[config.mk]
export PLATFORM = sky130hd
export DESIGN_NAME = argb4444_rect_blend_rgb565
export DESIGN_NICKNAME = d
export VERILOG_FILES = /design/src/design/arb_pkg.sv /design/src/design/arb_blend.sv /design/src/design/argb4444_rect_blend_rgb565.sv
export SDC_FILE = /design/constraint.sdc
export NUM_CORES = 1
export LEC_CHECK = 0
export ABC_AREA = 1
export BUFFER_PORTS_ARGS = -buffer_cell sky130_fd_sc_hd__buf_4
export CORE_MARGIN = 2
export CORE_UTILIZATION = 36
export CTS_BUF_LIST = sky130_fd_sc_hd__clkbuf_8
export DETAILED_ROUTE_END_ITERATION = 16
export HOLD_SLACK_MARGIN = 0.03
export SLEW_MARGIN = 5
export SYNTH_ARGS = -nofsm -noshare
export SYNTH_HDL_FRONTEND = slang
export SYNTH_HIERARCHICAL = 1
export SYNTH_SLANG_ARGS = --single-unit
[constraint.sdc]
create_clock -name clk -period 6.1 [get_ports clk]
set_clock_uncertainty 0.05 [all_clocks]
set_input_delay 0 -clock clk [delete_from_list [all_inputs] [get_ports clk]]
set_output_delay 0 -clock clk [all_outputs]
set_load 0.03 [all_outputs]
[src/design/arb_pkg.sv]
// ----------------------------------------------------------------------------
// arb_pkg: shared types and constants for the ARGB4444-over-RGB565 blender
// Register indexes, reset values, field widths and the pipeline advance type.
// ----------------------------------------------------------------------------
package arb_pkg;

  // Default parameter values
  localparam int ADDR_BITS_DEF = 20;
  localparam int MAX_DIM_DEF   = 1024;

  // Fixed field widths
  localparam int PIX_W        = 16;
  localparam int FRAME_ADDR_W = 20;
  localparam int DIM_W        = 11;
  localparam int POS_W        = 10;
  localparam int CFG_IDX_W    = 3;

  // Configuration register indexes
  localparam logic [CFG_IDX_W-1:0] REG_FRAME_WIDTH     = 3'd0;
  localparam logic [CFG_IDX_W-1:0] REG_FRAME_HEIGHT    = 3'd1;
  localparam logic [CFG_IDX_W-1:0] REG_RECT_X          = 3'd2;
  localparam logic [CFG_IDX_W-1:0] REG_RECT_Y          = 3'd3;
  localparam logic [CFG_IDX_W-1:0] REG_RECT_WIDTH      = 3'd4;
  localparam logic [CFG_IDX_W-1:0] REG_RECT_HEIGHT     = 3'd5;
  localparam logic [CFG_IDX_W-1:0] REG_VERTICAL_INVERT = 3'd6;

  // Register reset values
  localparam logic [DIM_W-1:0] FRAME_WIDTH_RST  = 11'd480;
  localparam logic [DIM_W-1:0] FRAME_HEIGHT_RST = 11'd272;
  localparam logic [POS_W-1:0] RECT_X_RST       = 10'd0;
  localparam logic [POS_W-1:0] RECT_Y_RST       = 10'd0;
  localparam logic [DIM_W-1:0] RECT_WIDTH_RST   = 11'd1;
  localparam logic [DIM_W-1:0] RECT_HEIGHT_RST  = 11'd1;

  // Blend arithmetic
  localparam logic [3:0]  ALPHA_FULL  = 4'hF;
  // floor(x/15) == (x*2185) >> 15 for every x below 1024
  localparam logic [11:0] DIV15_MUL   = 12'd2185;
  localparam int          DIV15_SHIFT = 15;

  // Load enables of the two stages after the input register
  typedef struct packed {
    logic s2;
    logic s3;
  } adv_t;

endpackage

[src/design/arb_blend.sv]
// ----------------------------------------------------------------------------
// arb_blend: two-stage ARGB4444-over-RGB565 colour mix
// Stage 2 forms the weighted channel sums, stage 3 divides each by 15.
// ----------------------------------------------------------------------------
module arb_blend (
  input  logic                        clk,
  input  arb_pkg::adv_t               adv,
  input  logic [arb_pkg::PIX_W-1:0]   src_pixel,
  input  logic [arb_pkg::PIX_W-1:0]   bg_pixel,
  output logic [arb_pkg::PIX_W-1:0]   blended_pixel
);

  function automatic logic [5:0] div15(input logic [9:0] x);
    logic [21:0] p;
    p = 22'(x) * 22'(arb_pkg::DIV15_MUL);
    return p[arb_pkg::DIV15_SHIFT+5:arb_pkg::DIV15_SHIFT];
  endfunction

  logic [3:0] alpha;
  logic [3:0] inv_alpha;
  logic [9:0] sum_r_next, sum_g_next, sum_b_next;
  logic [9:0] sum_r, sum_g, sum_b;
  logic [5:0] q_r, q_g, q_b;

  // Source channels are widened to the RGB565 field widths before weighting.
  assign alpha      = src_pixel[15:12];
  assign inv_alpha  = arb_pkg::ALPHA_FULL - alpha;
  assign sum_r_next = 10'({src_pixel[11:8], 1'b0}) * 10'(alpha)
                    + 10'(bg_pixel[15:11]) * 10'(inv_alpha);
  assign sum_g_next = 10'({src_pixel[7:4], 2'b00}) * 10'(alpha)
                    + 10'(bg_pixel[10:5]) * 10'(inv_alpha);
  assign sum_b_next = 10'({src_pixel[3:0], 1'b0}) * 10'(alpha)
                    + 10'(bg_pixel[4:0]) * 10'(inv_alpha);

  always_ff @(posedge clk) begin
    if (adv.s2) begin
      sum_r <= sum_r_next;
      sum_g <= sum_g_next;
      sum_b <= sum_b_next;
    end
  end

  assign q_r = div15(sum_r);
  assign q_g = div15(sum_g);
  assign q_b = div15(sum_b);

  always_ff @(posedge clk) begin
    if (adv.s3) begin
      blended_pixel <= {q_r[4:0], q_g, q_b[4:0]};
    end
  end

endmodule

[src/design/argb4444_rect_blend_rgb565.sv]
// ----------------------------------------------------------------------------
// argb4444_rect_blend_rgb565: rectangle blender, ARGB4444 source over RGB565
// An accepted input beat passes the input, stage-2 and result registers.
// Throughput: one beat per cycle, set by the three-stage pipeline that moves
// whenever its output register is free or being drained.
// Reset (rst, synchronous, active high) empties the pipeline, clears the
// rectangle counters and loads the register defaults.
// ----------------------------------------------------------------------------
module argb4444_rect_blend_rgb565 #(
  parameter int ADDR_BITS = arb_pkg::ADDR_BITS_DEF,
  parameter int MAX_DIM   = arb_pkg::MAX_DIM_DEF
) (
  input  logic                              clk,
  input  logic                              rst,
  // Input pixel channel. s_tdata, from bit 0: src_pixel[15:0], bg_pixel[15:0]
  input  logic                              s_tvalid,
  output logic                              s_tready,
  input  logic [31:0]                       s_tdata,
  // Result channel. m_tdata, from bit 0: blended_pixel[15:0],
  // frame_address[19:0], four zero bits. m_tuser: outside_frame.
  // m_tlast: last_pixel.
  output logic                              m_tvalid,
  input  logic                              m_tready,
  output logic [39:0]                       m_tdata,
  output logic                              m_tuser,
  output logic                              m_tlast,
  // Register write channel
  input  logic                              cfg_valid,
  output logic                              cfg_ready,
  input  logic [arb_pkg::CFG_IDX_W-1:0]     cfg_index,
  input  logic [arb_pkg::DIM_W-1:0]         cfg_data
);

  // Counter width, width of a saturated dimension, and a signed width wide
  // enough for a mirrored origin plus a counter offset.
  localparam int CW  = $clog2(MAX_DIM);
  localparam int DW  = $clog2(MAX_DIM + 1);
  localparam int BW  = (CW > arb_pkg::DIM_W) ? CW : arb_pkg::DIM_W;
  localparam int SW  = BW + 3;
  localparam int PW  = SW + arb_pkg::DIM_W + 1;
  localparam int AXW = (PW > ADDR_BITS) ? PW : ADDR_BITS;
  localparam int OB  = (ADDR_BITS < arb_pkg::FRAME_ADDR_W) ? ADDR_BITS
                                                            : arb_pkg::FRAME_ADDR_W;

  // Configuration registers
  logic [arb_pkg::DIM_W-1:0] frame_width, frame_height, rect_width, rect_height;
  logic [arb_pkg::POS_W-1:0] rect_x, rect_y;
  logic                      vertical_invert;

  // Position inside the rectangle
  logic [CW-1:0] column_count, line_count;
  logic [CW-1:0] column_count_next, line_count_next;

  // Pipeline control
  logic          v1, v2, v3;
  logic          en3;
  arb_pkg::adv_t adv;
  logic          s_acc;

  // Stage 1: input register
  logic [arb_pkg::PIX_W-1:0] s1_src, s1_bg;
  logic [CW-1:0]             s1_col_cnt, s1_line_cnt;
  logic                      s1_last;

  // Stage 2: frame coordinates
  logic signed [SW-1:0] s2_col, s2_lin;
  logic                 s2_last;

  // Stage 3: result register
  logic [arb_pkg::FRAME_ADDR_W-1:0] s3_addr;
  logic                             s3_outside;
  logic                             s3_last;
  logic [arb_pkg::PIX_W-1:0]        s3_pixel;

  // Saturated rectangle size, mirrored origin and end-of-line tests
  logic [DW-1:0]        w_sat, h_sat;
  logic signed [SW-1:0] org_x, org_y, col_next, lin_next;
  logic                 end_line, end_rect;

  // Address and bounds arithmetic for stage 3
  logic signed [SW-1:0]  fw_s, fh_s;
  logic signed [AXW-1:0] addr_full;
  logic                  outside_next;

  // --------------------------------------------------------------------------
  // Register writes. Any write to a defined index restarts the rectangle; an
  // index beyond the list is accepted and dropped.
  // --------------------------------------------------------------------------
  assign cfg_ready = 1'b1;

  always_ff @(posedge clk) begin
    if (rst) begin
      frame_width     <= arb_pkg::FRAME_WIDTH_RST;
      frame_height    <= arb_pkg::FRAME_HEIGHT_RST;
      rect_x          <= arb_pkg::RECT_X_RST;
      rect_y          <= arb_pkg::RECT_Y_RST;
      rect_width      <= arb_pkg::RECT_WIDTH_RST;
      rect_height     <= arb_pkg::RECT_HEIGHT_RST;
      vertical_invert <= 1'b0;
    end else if (cfg_valid && cfg_ready) begin
      case (cfg_index)
        arb_pkg::REG_FRAME_WIDTH:     frame_width     <= cfg_data;
        arb_pkg::REG_FRAME_HEIGHT:    frame_height    <= cfg_data;
        arb_pkg::REG_RECT_X:          rect_x          <= cfg_data[arb_pkg::POS_W-1:0];
        arb_pkg::REG_RECT_Y:          rect_y          <= cfg_data[arb_pkg::POS_W-1:0];
        arb_pkg::REG_RECT_WIDTH:      rect_width      <= cfg_data;
        arb_pkg::REG_RECT_HEIGHT:     rect_height     <= cfg_data;
        arb_pkg::REG_VERTICAL_INVERT: vertical_invert <= cfg_data[0];
        default: ;
      endcase
    end
  end

  // --------------------------------------------------------------------------
  // Rectangle size is held in the range one to MAX_DIM. A counter that has
  // reached its limit ends its line or the rectangle.
  // --------------------------------------------------------------------------
  always_comb begin
    if (rect_width == '0) begin
      w_sat = DW'(1);
    end else if (32'(rect_width) > MAX_DIM) begin
      w_sat = DW'(MAX_DIM);
    end else begin
      w_sat = DW'(rect_width);
    end
    if (rect_height == '0) begin
      h_sat = DW'(1);
    end else if (32'(rect_height) > MAX_DIM) begin
      h_sat = DW'(MAX_DIM);
    end else begin
      h_sat = DW'(rect_height);
    end
  end

  assign end_line = (DW'(column_count) + DW'(1)) >= w_sat;
  assign end_rect = end_line && ((DW'(line_count) + DW'(1)) >= h_sat);

  always_comb begin
    column_count_next = column_count + CW'(1);
    line_count_next   = line_count;
    if (end_rect) begin
      column_count_next = '0;
      line_count_next   = '0;
    end else if (end_line) begin
      column_count_next = '0;
      line_count_next   = line_count + CW'(1);
    end
  end

  always_ff @(posedge clk) begin
    if (rst) begin
      column_count <= '0;
      line_count   <= '0;
    end else if (cfg_valid && cfg_ready && (32'(cfg_index) <= 32'(arb_pkg::REG_VERTICAL_INVERT))) begin
      column_count <= '0;
      line_count   <= '0;
    end else if (s_acc) begin
      column_count <= column_count_next;
      line_count   <= line_count_next;
    end
  end

  // --------------------------------------------------------------------------
  // Pipeline advance. Each stage loads when it is empty or the stage after it
  // loads, so a bubble anywhere lets a new beat in while a result waits.
  // --------------------------------------------------------------------------
  assign en3      = !v3 || m_tready;
  assign adv.s3   = en3;
  assign adv.s2   = !v2 || en3;
  assign s_tready = !v1 || adv.s2;
  assign s_acc    = s_tvalid && s_tready;

  always_ff @(posedge clk) begin
    if (rst) begin
      v1 <= 1'b0;
      v2 <= 1'b0;
      v3 <= 1'b0;
    end else begin
      if (s_tready) begin
        v1 <= s_tvalid;
      end
      if (adv.s2) begin
        v2 <= v1;
      end
      if (adv.s3) begin
        v3 <= v2;
      end
    end
  end

  // Stage 1: the pixels and the position at which they were taken.
  always_ff @(posedge clk) begin
    if (s_tready) begin
      s1_src      <= s_tdata[15:0];
      s1_bg       <= s_tdata[31:16];
      s1_col_cnt  <= column_count;
      s1_line_cnt <= line_count;
      s1_last     <= end_rect;
    end
  end

  // Stage 2: the origin, mirrored when vertical invert is set, may be
  // negative; the sum with the position then stays signed.
  always_comb begin
    if (vertical_invert) begin
      org_x = SW'(frame_width) - (SW'(rect_x) + SW'(w_sat));
      org_y = SW'(frame_height) - (SW'(rect_y) + SW'(h_sat));
    end else begin
      org_x = SW'(rect_x);
      org_y = SW'(rect_y);
    end
  end

  assign col_next = org_x + SW'(s1_col_cnt);
  assign lin_next = org_y + SW'(s1_line_cnt);

  always_ff @(posedge clk) begin
    if (adv.s2) begin
      s2_col  <= col_next;
      s2_lin  <= lin_next;
      s2_last <= s1_last;
    end
  end

  // Stage 3: bounds check and address. The address wraps as two's complement
  // at ADDR_BITS and is then cut to the 20-bit field. A zero frame dimension
  // simply flags every pixel as outside.
  assign fw_s = SW'(frame_width);
  assign fh_s = SW'(frame_height);

  assign outside_next = (s2_col < 0) || (s2_col >= fw_s)
                     || (s2_lin < 0) || (s2_lin >= fh_s);

  assign addr_full = AXW'(s2_lin) * AXW'($signed({1'b0, frame_width}))
                   + AXW'(s2_col);

  always_ff @(posedge clk) begin
    if (adv.s3) begin
      s3_addr    <= arb_pkg::FRAME_ADDR_W'(addr_full[OB-1:0]);
      s3_outside <= outside_next;
      s3_last    <= s2_last;
    end
  end

  // Colour mix runs alongside stages 2 and 3.
  arb_blend u_blend (
    .clk           (clk),
    .adv           (adv),
    .src_pixel     (s1_src),
    .bg_pixel      (s1_bg),
    .blended_pixel (s3_pixel)
  );

  assign m_tvalid = v3;
  assign m_tdata  = {4'b0000, s3_addr, s3_pixel};
  assign m_tuser  = s3_outside;
  assign m_tlast  = s3_last;

  // --------------------------------------------------------------------------
  // Assertions
  // --------------------------------------------------------------------------
  // The column counter never reaches the saturated rectangle width.
  assert property (@(posedge clk) disable iff (rst) 32'(column_count) < 32'(w_sat))
    else $error("column counter beyond rectangle width");

  // Taking the last beat of a rectangle returns both counters to the start.
  assert property (@(posedge clk) disable iff (rst)
    s_acc && end_rect |=> (column_count == '0) && (line_count == '0))
    else $error("counters not cleared after last pixel");

  // An empty input register always leaves the input side ready.
  assert property (@(posedge clk) disable iff (rst) !v1 |-> s_tready)
    else $error("input stalled with empty input register");

endmodule

==> impl_metrics.tcl <==
set metrics [dict create \
    status "completed" \
    die_h_um 268.6 \
    grt_overflow 0 \
    tritoncts "done" \
    routedWlPerCell_um 14.04 \
    setup_viol 0 \
    first_global_vias 19650 \
    async_flop_share_pct 0 \
    root_buffer "clkbuf_8" \
    rsz0062_at_grt "false" \
    antenna_found_initial 3 \
    die_w_um 268.6 \
    intPower_mw 5.332 \
    crit_required_ns 6.42 \
    post_cts_buffers 0 \
    min_period_ns 5.251 \
    tns_ns 0 \
    cts_made_buffers 44 \
    p_leak_nw 15.34 \
    vias_per_cell 4.611 \
    max_freq_mhz 190.4 \
    layout_commonest_cell "nand2_1" \
    p_per_area_nw_per_um2 353.4 \
    drive_gt1_share_pct 6.626 \
    yosysUniqueCellTypes 50 \
    ys.flop_type "edfxtp_1" \
    relSlewSlack_pct 40.01 \
    h-tree-depth 2 \
    drtPass1Iterations 5 \
    seqPwrFrac_pct 23.7 \
    path_clk_slew_ns 0.06 \
    power.share.clock_pct 16.3 \
    yosysWarningCount 6 \
    hold_class "input port to flip-flop" \
    drtIter0Drc 1108 \
    yosysSeqAreaShare_pct 24.87 \
    syn_area_per_cell_um2 8.092 \
    core_area_um2 69660 \
    vias 19580 \
    critPathLaunchType "flip-flop" \
    layout_common_cells "nand2_1, inv_1, ha_1" \
    slew_violations 0 \
    grt_max_degree 67 \
    grtUsageTotal_pct 16.97 \
    p_comb_share_pct 60.0 \
    place_area_um2 26830 \
    netlist_area_um2 25200 \
    cts_buffer_depth 3 \
    max_cap_violations 0 \
    grt_pass1_wl_mm 98.18 \
    fin_hold_ws_ns 0.07228 \
    cp.arrival_ns 5.58 \
    crit_type "flip-flop to flip-flop" \
    ios 96 \
    place.detailed.hpwl_mm 47.81 \
    io_buffers 90 \
    critPathMaxFanout 16 \
    syn_inst 3114 \
    finalPower_mw 10.05 \
    rows 97 \
    cp-end-kind "flip-flop" \
    dieArea_um2 72130 \
    netSwitchingFraction_pct 46.92 \
    worst_pin_slew_ns 0.8999 \
    nets 3885 \
    routed_wl_mm 59.61 \
    gp_congestion 0.8897 \
    initial_core_util_pct 36.17 \
    clkLatencyLatePin_ns 0.63 \
    synth.ff_latch_count 238 \
    power.switching_mw 4.714 \
    syn_to_final_growth_pct 12.83 \
    final_hold_viol_count 0 \
    drc 0 \
    ir_drop_v 0.0002453 \
    cts.sinks 238 \
    fin_crit_sh_pct 86.09 \
    ant_nets 0 \
    synth-edff-count 150 \
    final_area_um2 28430 \
]
-- final timing paths --
check	start	end	slack, ns	depth (start not counted)
worst min register to register	s1_last$_DFFE_PN_	s2_last$_DFFE_PP_	0.32	0
worst max register to register	frame_width[6]$_SDFFE_PP1P_	s3_addr[19]$_DFFE_PP_	0.85	19
worst min-delay path	s_tdata[0]	s1_src[0]$_DFFE_PN_	0.07	2
worst max-delay path	frame_width[6]$_SDFFE_PP1P_	s3_addr[19]$_DFFE_PP_	0.85	19
-- power groups by stage --
stage	clock, mW	sequential [mW]	combinational [mW]
after floorplan	0	2.52	4.45
after global placement	0	2.42	5.93
after detailed placement	0	2.42	5.97
after CTS	1.70	2.39	6.08
after global routing	1.77	2.42	7.05
final	1.64	2.38	6.03
-- synth_stat cells, types with 42 or more instances --
library cell,instances,area [um^2]
fa_1,217,4344
a21oi_1,152,760.7
edfxtp_1,150,4504
nor2_1,246,923.4
inv_1,664,2492
nand2_1,692,2597
o21ai_0,104,520.5
clkbuf_1,42,157.7
nand3_1,97,485.5
dfxtp_1,88,1762
xor2_1,58,508.0
ha_1,348,4354
-- registers in the layout (all words and copies together) (netlist names), 10 cells and up --
name                   count
s3_addr                   20
s1_bg                     16
s1_src                    16
u_blend/blended_pixel     16
s2_col                    14
s2_lin                    14
frame_height              11
frame_width               11
rect_height               11
rect_width                11
column_count              10
line_count                10
rect_x                    10
rect_y                    10
s1_col_cnt                10
s1_line_cnt               10
u_blend/sum_b             10
u_blend/sum_g             10
u_blend/sum_r             10
-- metrics by stage --
stage | worst slack (ns) | util (%) | std cells
5_1_grt | 0.4496 | 40.81 | 4246
4_1_cts | 0.8441 | 40.81 | 4245
3_5_place_dp | 0.8557 | 38.51 | 4095
3_3_place_gp | 0.9014 | 38.51 | 4095
2_1_floorplan | 1.138 | - | 3117
6_report | 0.8486 | 40.81 | 4246
-- repair_timing --
item / 4_1_cts / 5_1_grt
endpoints found under the hold margin: 120 / 0
hold buffers: 68 / 0
resized for setup: 0 / 0
-- worst max-delay path, cell delays in order (launching register included) --
cell,delay (ns)
dfxtp_1,0.80
nand2_1,0.18
fa_1,0.54
fa_1,0.54
inv_1,0.05
fa_1,0.54
inv_1,0.06
fa_1,0.53
inv_1,0.05
fa_1,0.47
ha_1,0.40
nand2_1,0.12
nor2_1,0.17
inv_1,0.08
nor2_1,0.10
nand2_1,0.06
nand3_1,0.11
inv_1,0.05
nand2_1,0.06
nand2_1,0.04
-- cell families (layout without fill, tap and decap cells) --
group	count (synthesis)	count (layout)	share of synthesized area [%]
compound gates	334	334	7.210
buf+inv	742	930	11.40
flops	238	238	24.87
other cells	2	6	0.02980
simple gates	1145	1145	18.92
xor+xnor	88	88	3.059
fa+ha+maj	565	565	34.52
-- routing by layer --
metal | track usage (%) | part of all wire, % | wire length (um) | vias to the layer above
met4 | 4.850 | 2.7 | 1633 | 4
met2 | 27.62 | 45 | 26730 | 357
met1 | 23.39 | 48 | 28480 | 9047
met5 | 0 | 0.039 | 23 | -
met3 | 2.539 | 4.6 | 2738 | 95
li1 | - | - | - | 10080
-- cell type report --
| cell class | count | area, um^2 |
|---|---|---|
| Antenna cell | 1 | 2.502 |
| Clock buffer | 46 | 633.1 |
| Clock inverter | 36 | 285.3 |
| Fill cell | 7126 | 41230 |
| Inverter | 677 | 2541 |
| Multi-Input combinational cell | 2137 | 16070 |
| Sequential cell | 238 | 6266 |
| Tap cell | 940 | 1176 |
| Timing Repair Buffer | 171 | 1454 |
Power figures use the tool's default switching activity.
